**config.mk**
```make
export PLATFORM = sky130hd
export DESIGN_NAME = gmte_merge
export DESIGN_NICKNAME = d
export VERILOG_FILES = /design/src/rtl/gmte_pkg.sv /design/src/rtl/gmte_merge.sv
export SDC_FILE = /design/constraint.sdc
export NUM_CORES = 1
export LEC_CHECK = 0
export BUFFER_PORTS_ARGS = -buffer_cell sky130_fd_sc_hd__clkbuf_2
export CAP_MARGIN = 20
export CORE_AREA = 4 4 135 201
export CTS_BUF_LIST = sky130_fd_sc_hd__clkbuf_8
export DETAILED_ROUTE_END_ITERATION = 6
export DIE_AREA = 0 0 139 205
export GPL_TIMING_DRIVEN = 0
export PLACE_DENSITY = 0.73
export SKIP_CTS_REPAIR_TIMING = 1
export SLEW_MARGIN = 0
export SYNTH_ARGS = -nofsm -noshare
export SYNTH_HDL_FRONTEND = slang
export SYNTH_SLANG_ARGS = --single-unit
```
**constraint.sdc**
```tcl
create_clock -name clock -period 5.96 [get_ports clock]
set_clock_uncertainty 0.1 [all_clocks]
set_input_delay 0.298 -clock clock [delete_from_list [all_inputs] [get_ports clock]]
set_output_delay 0.298 -clock clock [all_outputs]
set_load 0.1 [all_outputs]
```
**src/rtl/gmte_pkg.sv**
```systemverilog
// Shared types and constants for the move time estimator.
// No dependencies; gmte_lane, gmte_merge and the top level import this package.
`default_nettype none
package gmte_pkg;
   localparam int unsigned WordWidth  = 32;
   localparam int unsigned TotalWidth = 48;

   localparam logic [2:0] MODE_NOP      = 3'd0;
   localparam logic [2:0] MODE_MOVE     = 3'd1;
   localparam logic [2:0] MODE_SET_ACC  = 3'd2;
   localparam logic [2:0] MODE_DWELL_S  = 3'd3;
   localparam logic [2:0] MODE_DWELL_MS = 3'd4;

   localparam logic [WordWidth-1:0]  DEFAULT_ACCEL_RESET = 32'd262144000;
   localparam logic [WordWidth-1:0]  MS_PER_SECOND       = 32'd1000;
   // x/1000 == (x * MS_RECIP) >> MS_SHIFT for every 32-bit x
   localparam logic [WordWidth-1:0]  MS_RECIP            = 32'd274877907;
   localparam int unsigned           MS_SHIFT            = 38;
   localparam logic [WordWidth-1:0]  WORD_MAX            = '1;
   localparam logic [TotalWidth-1:0] TOTAL_MAX           = '1;

   // Work handed to one lane: a leg time, or a plain division of len by 1000.
   typedef struct packed {
      logic                 op_div;
      logic [WordWidth-1:0] len;
      logic [WordWidth-1:0] feed;
      logic [WordWidth-1:0] acc;
   } lane_req_type;

   // What the merge stage needs to finish one transaction.
   typedef struct packed {
      logic                 need0;
      logic                 need1;
      logic [WordWidth-1:0] imm;
      logic                 flag;
   } item_ctl_type;
endpackage
`default_nettype wire

```
**src/rtl/gmte_merge.sv**
```systemverilog
// Merge stage: collects lane results, sums the item, updates the total and
// holds the response register. Depends on gmte_pkg.
`default_nettype none
module gmte_merge (
   input  wire logic                          clock,
   input  wire logic                          reset,
   input  wire logic                          start,
   input  wire gmte_pkg::item_ctl_type        ctl,
   input  wire logic                          done0,
   input  wire logic [gmte_pkg::WordWidth-1:0] res0,
   input  wire logic                          done1,
   input  wire logic [gmte_pkg::WordWidth-1:0] res1,
   output logic                               busy,
   output logic                               rsp_valid,
   input  wire logic                          rsp_ready,
   output logic [gmte_pkg::TotalWidth-1:0]    rsp_total_time,
   output logic [gmte_pkg::WordWidth-1:0]     rsp_item_time,
   output logic                               rsp_zero_speed
);
   import gmte_pkg::*;

   logic                  pend_ff, pend_in, got0_ff, got0_in, got1_ff, got1_in;
   logic                  vld_ff, vld_in, zs_ff, zs_in;
   item_ctl_type          ctl_ff, ctl_in;
   logic [WordWidth-1:0]  r0_ff, r0_in, r1_ff, r1_in, it_ff, it_in, item;
   logic [TotalWidth-1:0] tot_ff, tot_in, out_ff, out_in;
   logic [WordWidth+1:0]  isum;
   logic [TotalWidth:0]   tsum;
   logic                  finish;

   always_comb begin
      isum = {2'b0, ctl_ff.imm} + (ctl_ff.need0 ? {2'b0, r0_ff} : '0)
           + (ctl_ff.need1 ? {2'b0, r1_ff} : '0);
      item = (isum > (WordWidth+2)'(WORD_MAX)) ? WORD_MAX : isum[WordWidth-1:0];
      tsum = {1'b0, tot_ff} + (TotalWidth+1)'(item);
      finish = pend_ff && (got0_ff || !ctl_ff.need0) && (got1_ff || !ctl_ff.need1)
             && (!vld_ff || rsp_ready);
      pend_in = pend_ff;
      got0_in = got0_ff || done0;
      got1_in = got1_ff || done1;
      r0_in   = done0 ? res0 : r0_ff;
      r1_in   = done1 ? res1 : r1_ff;
      ctl_in  = ctl_ff;
      vld_in  = vld_ff && !rsp_ready;
      tot_in  = tot_ff;
      out_in  = out_ff;
      it_in   = it_ff;
      zs_in   = zs_ff;
      if (start) begin
         pend_in = 1'b1;
         got0_in = 1'b0;
         got1_in = 1'b0;
         ctl_in  = ctl;
      end else if (finish) begin
         pend_in = 1'b0;
         vld_in  = 1'b1;
         tot_in  = tsum[TotalWidth] ? TOTAL_MAX : tsum[TotalWidth-1:0];
         out_in  = tot_in;
         it_in   = item;
         zs_in   = ctl_ff.flag;
      end
   end

   always_ff @(posedge clock) begin
      if (reset) begin
         pend_ff <= 1'b0;
         got0_ff <= 1'b0;
         got1_ff <= 1'b0;
         vld_ff  <= 1'b0;
         tot_ff  <= '0;
      end else begin
         pend_ff <= pend_in;
         got0_ff <= got0_in;
         got1_ff <= got1_in;
         vld_ff  <= vld_in;
         tot_ff  <= tot_in;
      end
      ctl_ff <= ctl_in;
      r0_ff  <= r0_in;
      r1_ff  <= r1_in;
      out_ff <= out_in;
      it_ff  <= it_in;
      zs_ff  <= zs_in;
   end

   assign busy           = pend_ff;
   assign rsp_valid      = vld_ff;
   assign rsp_total_time = out_ff;
   assign rsp_item_time  = it_ff;
   assign rsp_zero_speed = zs_ff;
endmodule
`default_nettype wire

```
# Word-level counts from Yosys, hierarchy flattened
# Index checks and enable logic that the tools add are counted.
# word_totals
register_bits,232
inputBits,105
# op_classes
addsub,3
magnitude_cmp,1
mux,8
bitwise_logic,1
n_reduce_logical,16
# op_table
cell,n
32-bit 2-to-1 mux,3
48-bit by 32-bit adder with 49-bit output,1
48-bit 2-to-1 mux,1
33-bit by 32-bit adder with 34-bit output,1
"34-bit by 32-bit greater-than comparator with 1-bit output, second input constant",1
32-bit by 32-bit adder with 33-bit output,1
1-bit logical OR,5
1-bit logical AND,4
1-bit logical NOT,4
1-bit 2-to-1 mux,4
2-bit AND reduction,1
2-bit nonzero test,1
2-bit OR reduction,1
1-bit NOT,1

# Depth between registers and ports, before layout
# Gate-level depths: netlist of run 1.
# depth
ltp_word,7
depth_mapped,30
mapped_depth_nobuf,27

# Worst setup path before layout of run 1
# Ideal clock, no wire load.
# synth_timing
path_type,reg-to-reg
start,register ctl_ff[34] (netlist bit)
end,register tot_ff[27]
setup_ns,0.274
arrival_ns,5.560
required_ns,5.586
setup_slack_ns,0.026
stages_incl_launch_ff,25
path_buffers,3
period_less_slack_ns,5.934
path_cell_list,edfxtp_1 > clkbuf_1 > and2_1 > fa_1 > ha_1 > a21o_1 > a221o_1 > a221oi_2 > a21oi_1 > o21ai_2 > o21a_2 > o221ai_2 > mux2i_4 > buf_6 > buf_6 > nand2_1 > ha_1 > a21o_1 > a31o_2 > o32ai_2 > o21a_1 > o21ai_0 > a311oi_1 > xor2_1 > a31oi_1
# synth_between
elab_chain_len,7
word_cells_on_any_way,13
cone_classes,add/sub (3); order compare (1); mux (3); reduce/logical (6)
# synth_rtl
element,line,rtl
from (decl),gmte_merge.sv:24,"item_ctl_type ctl_ff, ctl_in;"
from (signal assigned),gmte_merge.sv:78,ctl_ff <= ctl_in;
32-bit 2-to-1 mux (*),gmte_merge.sv:32,"isum = {2'b0, ctl_ff.imm} + (ctl_ff.need0 ? {2'b0, r0_ff} : '0)"
32-bit by 32-bit adder with 33-bit output (*),gmte_merge.sv:32,
33-bit by 32-bit adder with 34-bit output (*),gmte_merge.sv:33,"+ (ctl_ff.need1 ? {2'b0, r1_ff} : '0);"
34-bit by 32-bit greater-than comparator with 1-bit output,gmte_merge.sv:34,item = (isum > (WordWidth+2)'(WORD_MAX)) ? WORD_MAX : isum[WordWidth-1:0];
32-bit 2-to-1 mux (*),gmte_merge.sv:34,
named net item[4],gmte_merge.sv:25,"logic [WordWidth-1:0] r0_ff, r0_in, r1_ff, r1_in, it_ff, it_in, item;"
48-bit by 32-bit adder with 49-bit output (*),gmte_merge.sv:35,"tsum = {1'b0, tot_ff} + (TotalWidth+1)'(item);"
48-bit 2-to-1 mux (*),gmte_merge.sv:57,tot_in = tsum[TotalWidth] ? TOTAL_MAX : tsum[TotalWidth-1:0];
to (signal assigned),gmte_merge.sv:76,tot_ff <= tot_in;
to (decl),gmte_merge.sv:26,"logic [TotalWidth-1:0] tot_ff, tot_in, out_ff, out_in;"
# The timed path passes the listed nets; every way through them passes the cells marked *.
# A chain may end at the register's enable or synchronous reset.

# Final worst setup path of run 1
# layout_timing
start,register ctl_ff[34] (netlist bit)
end,register out_ff[40] (netlist: rsp_total_time[40]) (data pin)
# layout_between
elab_chain_len,7
# layout_rtl
element,line,rtl
32-bit 2-to-1 mux (*),gmte_merge.sv:32,
32-bit by 32-bit adder with 33-bit output (*),gmte_merge.sv:32,
33-bit by 32-bit adder with 34-bit output (*),gmte_merge.sv:33,
34-bit by 32-bit greater-than comparator with 1-bit output,gmte_merge.sv:34,
32-bit 2-to-1 mux (*),gmte_merge.sv:34,
named net item[0],gmte_merge.sv:25,
48-bit by 32-bit adder with 49-bit output (*),gmte_merge.sv:35,
48-bit 2-to-1 mux (*),gmte_merge.sv:57,
to (signal assigned),gmte_merge.sv:81,out_ff <= out_in;
to (decl),gmte_merge.sv:26,
# Marks and branches as above.

==> results of run 1 <==
## worst paths after layout
path                        start                      endpoint  slack, ns  cells past startpoint
max          ctl_ff[34]$_DFFE_PP_  rsp_total_time[40]$_DFFE_PP_      -0.46                     30
max reg2reg  ctl_ff[34]$_DFFE_PP_  rsp_total_time[40]$_DFFE_PP_      -0.46                     30
min                         reset       tot_ff[21]$_SDFFE_PP0P_       0.07                      4
min reg2reg   ctl_ff[0]$_DFFE_PP_      rsp_zero_speed$_DFFE_PP_       0.34                      0
## cell families after synthesis
family	after synthesis	synth area share, %
AND/OR/NAND/NOR	379	14.7
buffers and inverters	85	2.77
multiplexers	5	0.520
AO/OA/AOI/OAI	283	14.6
flip-flops	232	51.6
XOR/XNOR	59	4.13
adder cells (fa/ha/maj)	97	11.7
## cells in the mapped netlist (15+ instances only)
| cell | count | share of area, % |
|---|---|---|
| nand2_1 | 121 | 3.6 |
| nor3_1 | 30 | 1.2 |
| nand3_1 | 19 | 0.76 |
| fa_1 | 34 | 5.4 |
| o21a_1 | 15 | 0.90 |
| a311oi_1 | 20 | 1.4 |
| and2_1 | 63 | 3.2 |
| xnor2_1 | 38 | 2.7 |
| clkbuf_1 | 35 | 1.1 |
| ha_1 | 63 | 6.3 |
| inv_1 | 36 | 1.1 |
| a21oi_1 | 87 | 3.5 |
| xor2_1 | 21 | 1.5 |
| o21ai_0 | 52 | 2.1 |
| nor2_1 | 78 | 2.3 |
| a21o_1 | 31 | 1.9 |
| a31oi_1 | 20 | 1.0 |
| dfxtp_1 | 52 | 8.3 |
| nand2b_1 | 17 | 0.85 |
| edfxtp_1 | 180 | 43 |
## flip-flops by register name, indices dropped and copies added (netlist names)
name	flops
busy	1
ctl_ff	35
got0_ff	1
got1_ff	1
r0_ff	32
r1_ff	32
rsp_item_time	32
rsp_total_time	48
rsp_valid	1
rsp_zero_speed	1
tot_ff	48
## tightest hold or removal path: cells and delay by family
family / cells / cell delay, ns
buffers and inverters: 2 / 0.23
AO/OA/AOI/OAI: 2 / 0.14
## cell usage in the layout, fill, tap and decap left out, types with 16 or more instances in the layout
master / netlist / final
clkbuf_2: 0 / 188
edfxtp_1: 180 / 180
dlygate4sd3_1: 0 / 100
nand2_1: 121 / 88
nor2_1: 78 / 66
a21oi_1: 87 / 64
and2_1: 63 / 58
dfxtp_1: 52 / 52
buf_4: 0 / 49
inv_1: 36 / 41
clkbuf_8: 0 / 38
xnor2_1: 38 / 35
o21ai_0: 52 / 34
ha_1: 63 / 33
a21o_1: 31 / 31
fa_1: 34 / 31
buf_6: 2 / 25
nand2_2: 0 / 21
a21oi_2: 0 / 19
xor2_1: 21 / 19
nand3_1: 19 / 17
a311oi_2: 0 / 17
ha_4: 0 / 17
nor3_1: 30 / 16
## power by group through the flow
| stage | Combinational, mW | Sequential, mW | Clock, mW |
|---|---|---|---|
| after floorplan | 1.36 | 2.18 | 0 |
| after global placement | 1.99 | 2.00 | 0 |
| after detailed placement | 2.02 | 2.00 | 0 |
| after CTS | 2.03 | 1.97 | 1.30 |
| after global routing | 3.08 | 1.98 | 1.37 |
| final | 2.87 | 1.97 | 1.29 |
## area by class of cell
cell class,instances,area (um^2)
plain buffers,37,343
clock buffers,38,523
clock inverters,23,138
fillers,1730,7510
inverters,36,135
multi-input cells,823,6980
flip-flops and latches,232,6450
well taps,328,410
repair buffers,365,2750
## metal layers
metal  share of wire [%]  vias to the layer above  track usage, %
met5                   0                        -               0
met4                 5.7                        0            10.9
met3                 5.5                      141            3.67
met2                  53                      425            38.6
met1                  36                     5045            23.5
li1                    -                     4937               -
==> flow_summary.yaml, run 1 <==
critical_path:
  cp.arrival_ns: 6.62
  cp_slowest_stage_delay_ns: 0.53
  crit_slowest_cell: "fa_1"
  crit_path_end_kind: "flop"
  path_buf_inv: 8
  worstPathMaxFanout: 10
  worstSetupPathType: "flop to flop"
  start_kind: "flop"
  critPathRequiredTime_ns: 6.16
  crit_family: "compound AO/OA/AOI/OAI gates"
grt:
  grt_pass1_vias: 9610
  grt_pass1_wl_mm: 48.0
  grt_max_degree: 56
  overflow: 0
  grt_usage_pct: 21.1
  antenna_found_initial: 0
cells_and_area:
  drive_above_1_share_pct: 35.1
  n_antenna_cell: 0
  finalNetCount: 1733
  final_area_um2: 17700
  utilization_pct: 70.2
  fin_cells: 1882
  syn_to_final_growth_pct: 41.8
clock_network:
  cts.sinks: 232
  clk_latency_ns: 0.56
  cts_buffers: 36
  path_clk_slew_ns: 0.06
  clockBufferDepth: 3
  cts_tree: "built"
  root_buffer: "clkbuf_8"
  htreeDepth: 2
route:
  wl_per_cell_um: 19.5
  drt_iter0_markers: 645
  routed_wl_mm: 36.7
  dr.pass1.iters: 5
  vias_per_cell: 5.60
  num_vias: 10548
  ant_nets: 0
  drcViolationCount: 0
power_and_ir_drop:
  swShare_pct: 39.4
  power_frac_clock_pct: 21.0
  p_int_mw: 3.71
  switchingPower_mw: 2.41
  peakVddDrop_mv: 0.299
  power_frac_comb_pct: 46.8
  p_seq_share_pct: 32.2
  power_density_nw_per_um2: 346
  leakage_nw: 7.12
  p_total_mw: 6.13
logic_synthesis:
  yosys_warnings: 0
  synth_top_flop_cell: "edfxtp_1"
  synth-seq-cells: 232
  synth-edff-count: 180
  synth_fp_nets: 1342
  syn_area_per_cell_um2: 11.0
  syn_inst: 1140
  synthDistinctLibCells: 60
  ys_seq_area_share_pct: 51.6
  async_flop_share_pct: 0
  synthesis.area_um2: 12500
status:
  status: "complete, but fails checks"
  violations: "setup timing"
die:
  ioPinCount: 188
  die-width_um: 139
  dieArea_um2: 28500
  core-area_um2: 25200
  fp-row-count: 71
  die_h_um: 205
  start_util_pct: 49.6
timing:
  tns_ns: -24.84
  setup_slack_ns: -0.459
  maxSlewHeadroom_pct: 30.4
  hold_slack_ns: 0.0691
  finalHoldViolations: 0
  timing.fmax_mhz: 156
  min_period_ns: 6.42
  tightest_slew_ns: 1.04
  rsz0062_at_grt: "true"
  slew_viol_final: 0
  period_share_pct: 108
  setup_viol: 96
placement:
  portBuffers: 187
  placed_area_um2: 13900
  gp_congestion: 0.946
  place_inst: 1656
  dp_hpwl_mm: 23.3
  post-place-ws_ns: -1.78
run:
  cap_violations: 0
hold_path:
  hp-class: "primary input to flop"
Power figures use the tool's default switching activity.
==> inputs of run 2 (changes only) <==
--- a/config.mk
+++ b/config.mk
@@ -7,12 +7,11 @@
 export LEC_CHECK = 0
 export BUFFER_PORTS_ARGS = -buffer_cell sky130_fd_sc_hd__clkbuf_2
 export CAP_MARGIN = 20
-export CORE_AREA = 4 4 135 201
+export CORE_AREA = 4 4 188 281
 export CTS_BUF_LIST = sky130_fd_sc_hd__clkbuf_8
 export DETAILED_ROUTE_END_ITERATION = 6
-export DIE_AREA = 0 0 139 205
+export DIE_AREA = 0 0 192 285
 export GPL_TIMING_DRIVEN = 0
-export PLACE_DENSITY = 0.73
 export SKIP_CTS_REPAIR_TIMING = 1
 export SLEW_MARGIN = 0
 export SYNTH_ARGS = -nofsm -noshare
==> run 2 against run 1 <==
The flow still finishes with violations (setup timing). Sequential power hardly changed. Final area decreased by 2.5%. Register-to-register slack lost 0.15 ns. Power is 1.0% lower. Global-route usage fell by 7.6 points. Setup slack worse by 0.15 ns. Final cell count up 17%. Clock power up 15%. Non-clock buffer count decreased by 38.
==> flow_summary.yaml, run 2 (synthesized netlist as in run 1, its figures left out) <==
timing:
  rsz0062_at_grt: "true"
  tightest_slew_ns: 1.04
  hold_slack_ns: 0.0803
  maxSlewHeadroom_pct: 30.6
  min_period_ns: 6.56
  slew_viol_final: 0
  setup_slack_ns: -0.604
  finalHoldViolations: 0
  period_share_pct: 110
  timing.fmax_mhz: 152
  setup_viol: 96
die:
  fp-row-count: 101
  ioPinCount: 188
  core-area_um2: 50400
  die_h_um: 285
  start_util_pct: 24.8
  die-width_um: 192
  dieArea_um2: 54700
grt:
  busiest_layer: "met2"
  overflow: 0
  grt_max_degree: 49
  grt_usage_pct: 13.6
  antenna_found_initial: 1
  grt.met2_usage_pct: 24.9
  grt_pass1_vias: 10018
  grt_pass1_wl_mm: 57.0
  use_met3_pct: 1.82
  grtUsageMet1_pct: 14.9
critical_path:
  cp-startpoint: "ctl_ff[34]$_DFFE_PP_"
  crit_path_end_kind: "flop"
  cp_slowest_stage_delay_ns: 0.43
  r2r_slack_ns: -0.60
  rr_worst_depth: 32
  worstPathMaxFanout: 10
  worstSetupPathType: "flop to flop"
  r2r_start: "ctl_ff[34]$_DFFE_PP_"
  crit_slowest_cell: "edfxtp_1"
  start_kind: "flop"
  critPathRequiredTime_ns: 6.15
  crit_top_cell: "buf_12"
  cp.arrival_ns: 6.76
  rr_endpoint: "rsp_total_time[40]$_DFFE_PP_"
clock_network:
  path_clk_slew_ns: 0.07
  cts_tree: "built"
  htreeDepth: 2
  cts_buffers: 39
  root_buffer: "clkbuf_8"
  clk_latency_ns: 0.56
  cts.sinks: 232
  clockBufferDepth: 3
hold_path:
  hp-class: "primary input to flop"
  whs_path_depth: 4
  hold_start: "reset"
  hold_end: "tot_ff[18]$_SDFFE_PP0P_"
placement:
  portBuffers: 187
  gp_congestion: 0.877
  dp_hpwl_mm: 29.9
  placed_area_um2: 14300
  post-place-ws_ns: -2.50
route:
  ant_nets: 0
  vias_per_cell: 4.58
  dr.pass1.iters: 5
  drt_iter0_markers: 457
  wl_per_cell_um: 18.2
  num_vias: 10048
  drcViolationCount: 0
  routed_wl_mm: 40.0
cells_and_area:
  utilization_pct: 34.3
  layout_commonest_cell: "clkbuf_2"
  finalNetCount: 1698
  final_area_um2: 17300
  drive_above_1_share_pct: 27.3
  final_cell_mix: "clkbuf_2 (188), edfxtp_1 (180), nand2_1 (109)"
  syn_to_final_growth_pct: 38.2
status:
  status: "complete, but fails checks"
  violations: "setup timing"
power_and_ir_drop:
  peakVddDrop_mv: 0.266
  power_density_nw_per_um2: 351
  leakage_nw: 6.85
run:
  cap_violations: 0
run 2: worst max path at each step:
| stage | to | slack, ns | depth (start not counted) |
|---|---|---|---|
| after detailed placement | rsp_total_time[9]$_DFFE_PP_ | -2.50 | 24 |
| after floorplan | tot_ff[27]$_SDFFE_PP0P_ | 0.03 | 24 |
| final | rsp_total_time[40]$_DFFE_PP_ | -0.60 | 32 |
| after CTS | rsp_total_time[9]$_DFFE_PP_ | -2.57 | 24 |
| after global routing | rsp_total_time[19]$_DFFE_PP_ | -0.81 | 28 |
| after global placement | rsp_total_time[9]$_DFFE_PP_ | -2.51 | 24 |
run 2: final cells by class:
cell class | count | area (um^2)
timing repair buffer | 327 | 2340
fill | 5006 | 33100
clock inverter | 27 | 216
multi-input combinational | 823 | 6410
sequential | 232 | 6450
clock buffer | 41 | 564
buffer | 37 | 328
inverter | 36 | 135
tap | 669 | 837
antenna | 1 | 2.50
run 2: critical path: cells and delay by family, from the launching register on:
kind,cells,cell delay (ns)
AO/OA/AOI/OAI,11,2.20
adder cells (fa/ha/maj),5,1.48
buffers and inverters,9,1.11
flip-flops,1,0.43
multiplexers,2,0.40
AND/OR/NAND/NOR,5,0.52
run 2: power breakdown:
group          switching [mW]  total [mW]  leakage [nW]  internal, mW
logic                    1.62        2.62          4.30         0.993
clock network           0.670        1.48         0.454         0.810
registers              0.0397        1.97          2.10          1.93
run 2: metrics by stage:
step / power, mW / instances / TNS (ns)
finish: 6.06 / 2193 / -38.83
global route: 6.44 / 2193 / -58.98
CTS: 5.67 / 2066 / -213.09
detailed placement: 4.16 / 1998 / -208.43
global placement: 4.13 / 1996 / -266.76
floorplan: 3.54 / 1140 / 0
run 2: metal layers:
layer  wire length (um)  vias up
met5                  0        -
met4               1720        0
met3               1590       91
met2              21700      289
met1              15000     4803
li1                   -     4865
